### src/design/drfs_pkg.sv
// Shared widths, command codes and register indexes for the frame slot sampler.
`default_nettype none

package drfs_pkg;

	localparam int STREAM_W   = 4;
	localparam int TAG_W      = 32;
	localparam int PHASE_W    = 16;
	localparam int CFG_IDX_W  = 1;
	localparam int CFG_DATA_W = 16;

	typedef enum logic [0:0] {
		CMD_SUBMIT = 1'b0,
		CMD_TAKE   = 1'b1
	} cmd_t;

	typedef enum logic [CFG_IDX_W-1:0] {
		REG_EVERY_N = 1'b0,
		REG_ENABLE  = 1'b1
	} cfg_reg_t;

endpackage

`default_nettype wire

### src/design/drfs_req_if.sv
// Request channel: submit and take commands.
`default_nettype none

interface drfs_req_if;
	import drfs_pkg::*;

	logic                valid;
	logic                ready;
	logic                command;
	logic [STREAM_W-1:0] stream;
	logic [TAG_W-1:0]    frame_tag;
	logic                frame_usable;

	modport source (output valid, command, stream, frame_tag, frame_usable, input ready);
	modport sink   (input valid, command, stream, frame_tag, frame_usable, output ready);
endinterface

`default_nettype wire

### src/design/drfs_rsp_if.sv
// Response channel: one result beat per request.
`default_nettype none

interface drfs_rsp_if;
	import drfs_pkg::*;

	logic                valid;
	logic                ready;
	logic                stored;
	logic                took;
	logic [STREAM_W-1:0] out_stream;
	logic [TAG_W-1:0]    out_frame;

	modport source (output valid, stored, took, out_stream, out_frame, input ready);
	modport sink   (input valid, stored, took, out_stream, out_frame, output ready);
endinterface

`default_nettype wire

### src/design/drfs_cfg_if.sv
// Configuration write channel.
`default_nettype none

interface drfs_cfg_if;
	import drfs_pkg::*;

	logic                  valid;
	logic                  ready;
	logic [CFG_IDX_W-1:0]  index;
	logic [CFG_DATA_W-1:0] data;

	modport source (output valid, index, data, input ready);
	modport sink   (input valid, index, data, output ready);
endinterface

`default_nettype wire

### src/design/decimating_round_robin_frame_slots.sv
// Top level of the decimating round-robin frame slot sampler.
`default_nettype none

// Each stream keeps a phase counter that counts submits modulo every_n; on the
// submit that wraps it to zero, a usable frame replaces whatever tag is pending
// in that stream's single-entry slot. A take hands out the first full slot
// found in rotating order from the pointer, clears it and moves the pointer
// just past it; with nothing pending it returns all zeros. Every request beat
// yields exactly one response beat. One request is in work at a time: the
// beat is accepted while the phase and tag memories are read at the same edge
// into stage one; from there, once the response register is free or being
// taken, the state is modified, written back and the response register loaded.
// The next request is accepted only after that. The phase memory has per-entry
// valid flops that reset clears, so no clearing pass is needed after reset.
// Configuration writes are always taken and should be issued only while idle.
module decimating_round_robin_frame_slots #(
	parameter int NUM_STREAMS = 16
) (
	input wire logic clk,
	input wire logic arst_n,
	drfs_req_if.sink   req,
	drfs_rsp_if.source rsp,
	drfs_cfg_if.sink   cfg
);
	import drfs_pkg::*;

	localparam int IDX_W = (NUM_STREAMS > 1) ? $clog2(NUM_STREAMS) : 1;

	// Configuration registers.
	logic [PHASE_W-1:0] every_n_q;
	logic               enable_q;

	// State held outside the memories.
	logic [NUM_STREAMS-1:0] slot_full_q;
	logic [NUM_STREAMS-1:0] phase_valid_q;
	logic [IDX_W-1:0]       next_ptr_q;

	// Memories: per-stream phase counters and pending tags.
	logic [PHASE_W-1:0] phase_mem [NUM_STREAMS];
	logic [TAG_W-1:0]   tag_mem   [NUM_STREAMS];

	// Stage one holds the accepted request and the memory read data.
	logic               s1_valid_q;
	logic               take_s1;
	logic               submit_ok_s1;
	logic               usable_s1;
	logic [IDX_W-1:0]   addr_s1;
	logic [TAG_W-1:0]   tag_s1;
	logic               found_s1;
	logic [IDX_W-1:0]   pick_s1;
	logic               phase_vld_s1;
	logic [PHASE_W-1:0] phase_rd_s1;
	logic [TAG_W-1:0]   tag_rd_s1;

	// Response register.
	logic                out_valid_q;
	logic                stored_q;
	logic                took_q;
	logic [STREAM_W-1:0] out_stream_q;
	logic [TAG_W-1:0]    out_frame_q;

	logic               accept;
	logic               finish;
	logic               submit_ok;
	logic [IDX_W-1:0]   req_addr;
	logic               pick_found;
	logic [IDX_W-1:0]   pick_idx;
	logic [PHASE_W-1:0] n_eff;
	logic [PHASE_W-1:0] phase_cur;
	logic [PHASE_W:0]   phase_inc;
	logic               wrap;
	logic               keep;
	logic [PHASE_W-1:0] phase_new;
	logic [IDX_W-1:0]   ptr_after;

	assign req.ready = !s1_valid_q;
	assign accept    = req.valid && req.ready;
	assign finish    = s1_valid_q && (!out_valid_q || rsp.ready);
	assign cfg.ready = 1'b1;

	// A submit only counts while enabled and for a stream the table holds.
	assign submit_ok = enable_q && (int'(req.stream) < NUM_STREAMS);
	assign req_addr  = IDX_W'(req.stream);

	drfs_picker #(
		.NUM_STREAMS(NUM_STREAMS),
		.IDX_W      (IDX_W)
	) u_picker (
		.full (slot_full_q),
		.ptr  (next_ptr_q),
		.found(pick_found),
		.idx  (pick_idx)
	);

	// Decimation: a zero every_n behaves as one, and a counter left at or above
	// a lowered every_n wraps on its next submit.
	always_comb begin
		n_eff     = (every_n_q == '0) ? PHASE_W'(1) : every_n_q;
		phase_cur = phase_vld_s1 ? phase_rd_s1 : '0;
		phase_inc = {1'b0, phase_cur} + (PHASE_W + 1)'(1);
		wrap      = phase_inc >= {1'b0, n_eff};
		phase_new = wrap ? '0 : phase_inc[PHASE_W-1:0];
		keep      = !take_s1 && submit_ok_s1 && wrap && usable_s1;
		ptr_after = (pick_s1 == IDX_W'(NUM_STREAMS - 1)) ? '0 : pick_s1 + IDX_W'(1);
	end

	always_ff @(posedge clk or negedge arst_n) begin
		if (!arst_n) begin
			every_n_q <= PHASE_W'(1);
			enable_q  <= 1'b0;
		end else if (cfg.valid && cfg.ready) begin
			unique case (cfg.index)
				REG_EVERY_N: every_n_q <= cfg.data;
				REG_ENABLE:  enable_q  <= cfg.data[0];
				default: ;
			endcase
		end
	end

	// Control state.
	always_ff @(posedge clk or negedge arst_n) begin
		if (!arst_n) begin
			s1_valid_q    <= 1'b0;
			out_valid_q   <= 1'b0;
			slot_full_q   <= '0;
			phase_valid_q <= '0;
			next_ptr_q    <= '0;
		end else begin
			if (accept) begin
				s1_valid_q <= 1'b1;
			end else if (finish) begin
				s1_valid_q <= 1'b0;
			end

			if (finish) begin
				out_valid_q <= 1'b1;
			end else if (rsp.ready) begin
				out_valid_q <= 1'b0;
			end

			if (finish) begin
				if (take_s1) begin
					if (found_s1) begin
						slot_full_q[pick_s1] <= 1'b0;
						next_ptr_q           <= ptr_after;
					end
				end else if (submit_ok_s1) begin
					phase_valid_q[addr_s1] <= 1'b1;
					if (keep) begin
						slot_full_q[addr_s1] <= 1'b1;
					end
				end
			end
		end
	end

	// Request capture and synchronous memory reads at the accepting edge.
	always_ff @(posedge clk) begin
		if (accept) begin
			take_s1      <= (req.command == CMD_TAKE);
			submit_ok_s1 <= submit_ok;
			usable_s1    <= req.frame_usable;
			addr_s1      <= req_addr;
			tag_s1       <= req.frame_tag;
			found_s1     <= pick_found;
			pick_s1      <= pick_idx;
			phase_vld_s1 <= phase_valid_q[req_addr];
			phase_rd_s1  <= phase_mem[req_addr];
			tag_rd_s1    <= tag_mem[pick_idx];
		end
	end

	// Write-back. Only one request is ever in flight, so a read never
	// overlaps a write to the same entry.
	always_ff @(posedge clk) begin
		if (finish && !take_s1 && submit_ok_s1) begin
			phase_mem[addr_s1] <= phase_new;
		end
		if (finish && keep) begin
			tag_mem[addr_s1] <= tag_s1;
		end
	end

	// Response payload.
	always_ff @(posedge clk) begin
		if (finish) begin
			stored_q     <= keep;
			took_q       <= take_s1 && found_s1;
			out_stream_q <= (take_s1 && found_s1) ? STREAM_W'(pick_s1) : '0;
			out_frame_q  <= (take_s1 && found_s1) ? tag_rd_s1 : '0;
		end
	end

	assign rsp.valid      = out_valid_q;
	assign rsp.stored     = stored_q;
	assign rsp.took       = took_q;
	assign rsp.out_stream = out_stream_q;
	assign rsp.out_frame  = out_frame_q;
endmodule

`default_nettype wire

### src/design/drfs_picker.sv
// Rotating priority encoder that finds the first full slot at or after the pointer.
`default_nettype none

module drfs_picker #(
	parameter int NUM_STREAMS = 16,
	parameter int IDX_W       = 4
) (
	input  wire logic [NUM_STREAMS-1:0] full,
	input  wire logic [IDX_W-1:0]       ptr,
	output logic                        found,
	output logic [IDX_W-1:0]            idx
);
	logic             hi_found;
	logic [IDX_W-1:0] hi_idx;
	logic             lo_found;
	logic [IDX_W-1:0] lo_idx;

	// Scanning downward leaves the lowest hit in each half; the upper half
	// (slots at or past the pointer) wins, else the scan wraps to the bottom.
	always_comb begin
		hi_found = 1'b0;
		hi_idx   = '0;
		lo_found = 1'b0;
		lo_idx   = '0;
		for (int i = NUM_STREAMS - 1; i >= 0; i--) begin
			if (full[i]) begin
				lo_found = 1'b1;
				lo_idx   = IDX_W'(i);
				if (IDX_W'(i) >= ptr) begin
					hi_found = 1'b1;
					hi_idx   = IDX_W'(i);
				end
			end
		end
		found = lo_found;
		idx   = hi_found ? hi_idx : lo_idx;
	end
endmodule

`default_nettype wire

### src/flat_wrapper.sv
// flat-port wrapper written by rule: the top's interface ports become plain ports
module decimating_round_robin_frame_slots_flat import drfs_pkg::*;
#(
	parameter int NUM_STREAMS = 16
)
  (clk, arst_n, req_valid, req_command, req_stream, req_frame_tag, req_frame_usable, req_ready, rsp_valid, rsp_stored, rsp_took, rsp_out_stream, rsp_out_frame, rsp_ready, cfg_valid, cfg_index, cfg_data, cfg_ready);
  drfs_req_if req_i ();
  drfs_rsp_if rsp_i ();
  drfs_cfg_if cfg_i ();
  input wire logic clk;
  input wire logic arst_n;
  input wire logic [$bits(req_i.valid)-1:0] req_valid;
  input wire logic [$bits(req_i.command)-1:0] req_command;
  input wire logic [$bits(req_i.stream)-1:0] req_stream;
  input wire logic [$bits(req_i.frame_tag)-1:0] req_frame_tag;
  input wire logic [$bits(req_i.frame_usable)-1:0] req_frame_usable;
  output wire logic [$bits(req_i.ready)-1:0] req_ready;
  output wire logic [$bits(rsp_i.valid)-1:0] rsp_valid;
  output wire logic [$bits(rsp_i.stored)-1:0] rsp_stored;
  output wire logic [$bits(rsp_i.took)-1:0] rsp_took;
  output wire logic [$bits(rsp_i.out_stream)-1:0] rsp_out_stream;
  output wire logic [$bits(rsp_i.out_frame)-1:0] rsp_out_frame;
  input wire logic [$bits(rsp_i.ready)-1:0] rsp_ready;
  input wire logic [$bits(cfg_i.valid)-1:0] cfg_valid;
  input wire logic [$bits(cfg_i.index)-1:0] cfg_index;
  input wire logic [$bits(cfg_i.data)-1:0] cfg_data;
  output wire logic [$bits(cfg_i.ready)-1:0] cfg_ready;
  assign req_i.valid = req_valid;
  assign req_i.command = req_command;
  assign req_i.stream = req_stream;
  assign req_i.frame_tag = req_frame_tag;
  assign req_i.frame_usable = req_frame_usable;
  assign req_ready = req_i.ready;
  assign rsp_valid = rsp_i.valid;
  assign rsp_stored = rsp_i.stored;
  assign rsp_took = rsp_i.took;
  assign rsp_out_stream = rsp_i.out_stream;
  assign rsp_out_frame = rsp_i.out_frame;
  assign rsp_i.ready = rsp_ready;
  assign cfg_i.valid = cfg_valid;
  assign cfg_i.index = cfg_index;
  assign cfg_i.data = cfg_data;
  assign cfg_ready = cfg_i.ready;
  decimating_round_robin_frame_slots #(.NUM_STREAMS(NUM_STREAMS)) u_core (.clk(clk), .arst_n(arst_n), .req(req_i), .rsp(rsp_i), .cfg(cfg_i));
endmodule
### config.mk
export PLATFORM = sky130hd
export DESIGN_NAME = decimating_round_robin_frame_slots_flat
export DESIGN_NICKNAME = d
export VERILOG_FILES = /design/src/design/drfs_pkg.sv /design/src/design/drfs_req_if.sv /design/src/design/drfs_rsp_if.sv /design/src/design/drfs_cfg_if.sv /design/src/design/decimating_round_robin_frame_slots.sv /design/src/design/drfs_picker.sv /design/src/flat_wrapper.sv
export SDC_FILE = /design/constraint.sdc
export NUM_CORES = 1
export LEC_CHECK = 0
export ABC_AREA = 1
export BUFFER_PORTS_ARGS = -buffer_cell sky130_fd_sc_hd__buf_2
export CORE_AREA = 2 2 263 265
export DETAILED_ROUTE_END_ITERATION = 8
export DIE_AREA = 0 0 265 267
export PLACE_DENSITY_LB_ADDON = 0.2
export SETUP_SLACK_MARGIN = 0.02
export SLEW_MARGIN = 20
export SYNTH_ARGS = -nofsm -noshare
export SYNTH_HDL_FRONTEND = slang
export SYNTH_SLANG_ARGS = --single-unit
### constraint.sdc
create_clock -name clk -period 7.71 [get_ports clk]
set_input_delay 1.542 -clock clk [delete_from_list [all_inputs] [get_ports clk]]
set_output_delay 1.542 -clock clk [all_outputs]
set_load 0.005 [all_outputs]
==> out/metrics.sh <==
SETUP_TNS_NS=0
PLACE.GP.CONGESTION=0.887
GLOBALROUTE.TOTALOVERFLOW=0
CORE.ROWCOUNT=96
SETUP.WORST_PATH.CLASS='flop to flop'
CRITICAL_PATH_ARRIVAL_NS=6.05
ROUTED-VIA-COUNT=26700
AREAGROWTHSYNTHTOFINISH_PCT=11.1
YOSYS.AREA.TOP_TYPE='sky130_fd_sc_hd__edfxtp_1'
POST_SYNTH_MAIN_AREA_CONTRIBUTORS='sky130_fd_sc_hd__edfxtp_1, sky130_fd_sc_hd__nand3_1, sky130_fd_sc_hd__nand2_1, sky130_fd_sc_hd__inv_1, sky130_fd_sc_hd__dfrtp_1'
FIRST_GLOBAL_VIAS=25900
SYNTH-ASYNC-RESET-RATIO_PCT=5.77
DRTPASS1ITERATIONS=6
COUNT_OF_FLIP_FLOPS_WITH_A_BUILT_IN_ENABLE_AFTER_SYNTHESIS=899
DP.FINAL_HPWL_UM=53600
LAYOUT-DRIVE-GT1-SHARE_PCT=9.50
LAYOUT_WORST_PATH_CYCLE_SHARE_PCT=74.2
NUMBER_OF_MAXIMUM_CAPACITANCE_VIOLATIONS=0
FLOORPLAN.INITIALDENSITY_PCT=59.4
POWER.IR.VDD_WORST_mV=0.712
LAYOUT_COMMONEST_CELL='sky130_fd_sc_hd__edfxtp_1'
YOSYS.AREA.TOP_TYPE_SHARE_PCT=66.9
HOLDBUFCOUNTCTS=0
MOST_USED_CELLS_IN_THE_LAYOUT_EXCLUDING_FILL_AND_TAP_CELLS='sky130_fd_sc_hd__edfxtp_1, sky130_fd_sc_hd__nand2_1, sky130_fd_sc_hd__nand3_1, sky130_fd_sc_hd__inv_1'
FINALCRITICALPERIOD_NS=5.72
HTREE_NUM_LEVELS=3
MIN-DELAY-PATH-CLASS='flop to flop'
FIN_TOTAL_PWR_W=0.0205
FINAL-SETUP-VIOL-COUNT=0
DIE_W_UM=265
FILLER_CELL_COUNT=4932
POSTSYNTHREGISTERBITS=954
NUMCLOCKSINKS=954
COUNT_OF_DIFFERENT_CELL_MASTERS_AFTER_SYNTHESIS=46
WORST_SKEW_PAIR.LATE_LATENCY_NS=0.65
VIASPERCELL=5.89
SYNTHESIZED_AREA_SQ_MM=0.0404
FLOORPLAN.CORE_AREA_SQ_MM=0.0680
NUMBER_OF_ANTENNA_VIOLATIONS_AT_THE_FIRST_CHECK_IN_GLOBAL_ROUTING=0
MAPPEDNETLISTNETS=3601
CRIT_PATH_TOP_DELAY_CELL='sky130_fd_sc_hd__edfxtp_1'
BOUNDARYPINS=101
ALL_LAYER_GLOBAL_ROUTING_USAGE_PCT=27.6
WORST-SLEW-PIN-TRANSITION_NS=1.16
FIN_WORST_HOLD_SLACK_NS=0.455
MULTIINPUTGATEAREA_SQ_MM=0.00955
FINAL-SEQ-AREA_SQ_MM=0.0284
ROUTE.DETAILED.DRC=0
CRITICAL_PATH_END_TYPE='flop'
MAX_FREQ_GHz=0.175
BUSIEST_LAYER='met2'
GRT_SETUP_UNREPAIRED='false'
STARTPOINT_TYPE='flop'
POSTSYNTHAREAPERCELL_SQ_UM=11.5
SYNTH_SEQUENTIAL_AREA_RATIO_PCT=70.3
ROOT_BUFFER='sky130_fd_sc_hd__clkbuf_16'
SYNTH.YOSYS.WARNINGS=0
SYNTH-MAIN-FF-CELL='sky130_fd_sc_hd__edfxtp_1'
GRT_START_MAX_NET_PINS=195
FINALHOLDVIOLCOUNT=0
ANTENNA-DIODE-COUNT=0
WP_DATA_REQUIRED_NS=8.04
TRITONCTS='done'
CLOCK_BUFFERS_CREATED_BY_TRITONCTS=97
CTS.PATH.MAX_BUFFERS=3
SYN-INSTANCE-COUNT=3520
FIN_WORST_SKEW_NS=0.0278
WORST_SLEW_MARGIN_REL_PCT=22.2
WORST-PATH-MAX-FANOUT=22
ROUTED_WL_UM=97600
DIE_H_UM=267
POST_CTS_RESIZED=0
WORSTPATHCELLLIST='nand2_1 > nor3_1 > nand4_1 > nor3_1 > nand4_1 > nor3_1 > nand4_1 > xor2_1 > inv_1 > ha_1 > nand2_1 > nor4_1 > a31oi_1 > nand3_2 > nand2_2 > nor2_2 > nand2_1 > nor2_4 > buf_16'
OUTCOME='completed'
SLEW_VIOLATIONS=0
GRT_FIRST_PASS_WIRELENGTH_UM=149000
R2R_SETUP_SLACK_NS=1.99
POSTCTSSETUPBUFFERS=0
P_LEAK_nW=17.9
DETAIL_ROUTE.ITER0.VIOLATIONS=3218
DRT-WIRELENGTH-PER-CELL_UM=21.5
MET3_USAGE_PCT=4.35
POWER.DENSITY_CELL_AREA_mW_PER_MM2=458
FINALNETCOUNT=3652
ANT_NETS=0
PLACE.PORT_BUFFERS=99
GRT_USE_MET2_PCT=44.0
TIMING.CRITICAL_PATH.SLOWEST_CELL_DELAY_NS=0.72
DIE_AREA_SQ_MM=0.0708
CLK_PIN_SLEW_NS=0.06
MET1_USAGE_PCT=39.5
==> cell type report <==
cell class / instances / area share (%)
Tap cell: 882 / 2.46
Timing Repair Buffer: 147 / 2.16
Clock buffer: 120 / 5.74
Multi-Input combinational cell: 1901 / 21.3
Clock inverter: 60 / 1.12
Inverter: 470 / 3.95
Sequential cell: 954 / 63.3
==> cells in the mapped netlist, drive strengths merged, types with 2 or more instances <==
library cell  number
mux2i             64
dfrtp             54
nor4               7
nor3              17
o221ai             4
clkbuf            81
nand2            672
o31ai              2
buf              114
nand3            608
o211ai            67
o22ai              2
nand4              6
o21ai            126
xor2              10
or2               10
nor2             142
ha                21
o21a               2
a21oi            116
inv              469
a31oi             16
edfxtp           899
==> state kept, by name, indices dropped and copies added (netlist names), 32 cells and up <==
name / cells
u_core.tag_s1: 32
u_core.rsp.out_frame: 32
u_core.phase_mem: 256
u_core.tag_rd_s1: 32
u_core.tag_mem: 512
==> stage by stage <==
| stage | utilization [%] | area (sq um) | instances | setup slack [ns] |
|---|---|---|---|---|
| finish | 66.0 | 44800 | 4534 | 1.99 |
| global route | 66.0 | 44800 | 4534 | 1.43 |
| CTS | 65.9 | 44800 | 4532 | 1.75 |
| detailed placement | 61.3 | 41700 | 4352 | 1.79 |
| global placement | 61.2 | 41600 | 4349 | 1.96 |
| floorplan | - | 40400 | 3520 | 1.66 |
==> power by group <==
group	total (W)	internal, W	switching, W
Clock	0.00455	0.00261	0.00194
Combinational	0.00924	0.00253	0.00671
Sequential	0.00676	0.00645	0.000307
==> metal layers <==
| layer | share of wire (%) | vias up |
|---|---|---|
| met5 | 0 | - |
| met4 | 2.3 | 0 |
| met3 | 8.5 | 155 |
| met2 | 47 | 1261 |
| met1 | 42 | 13100 |
| li1 | - | 12200 |
==> logic make-up after synthesis <==
kind of cell	after synthesis	synth area share (%)
AO/OA/AOI/OAI	341	4.89
XOR/XNOR	11	0.239
adder cells (fa/ha/maj)	21	0.651
buffers and inverters	665	6.59
flip-flops	954	70.3
multiplexers	64	1.59
other	1	0.00929
AND/OR/NAND/NOR	1463	15.8
==> final timing paths <==
kind / cells after the start / start / to
min in group asynchronous: 2 / arst_n / u_core.next_ptr_q[0]
max: 19 / u_core.phase_vld_s1 / u_core.tag_mem[12][0]
max in group asynchronous: 2 / arst_n / u_core.every_n_q[5]
min reg2reg: 2 / u_core.phase_valid_q[3] / u_core.phase_valid_q[3]
max reg2reg: 19 / u_core.phase_vld_s1 / u_core.tag_mem[12][0]
min: 2 / u_core.phase_valid_q[3] / u_core.phase_valid_q[3]
==> worst max-delay path, delay by kind of cell, from the launching register on <==
family	cells	cell delay, ns
fa+ha+maj	1	0.27
simple gates	14	3.71
compound gates	1	0.13
buf+inv	2	0.31
flops	1	0.72
xor+xnor	1	0.24
(Power assumes the default switching activity.)
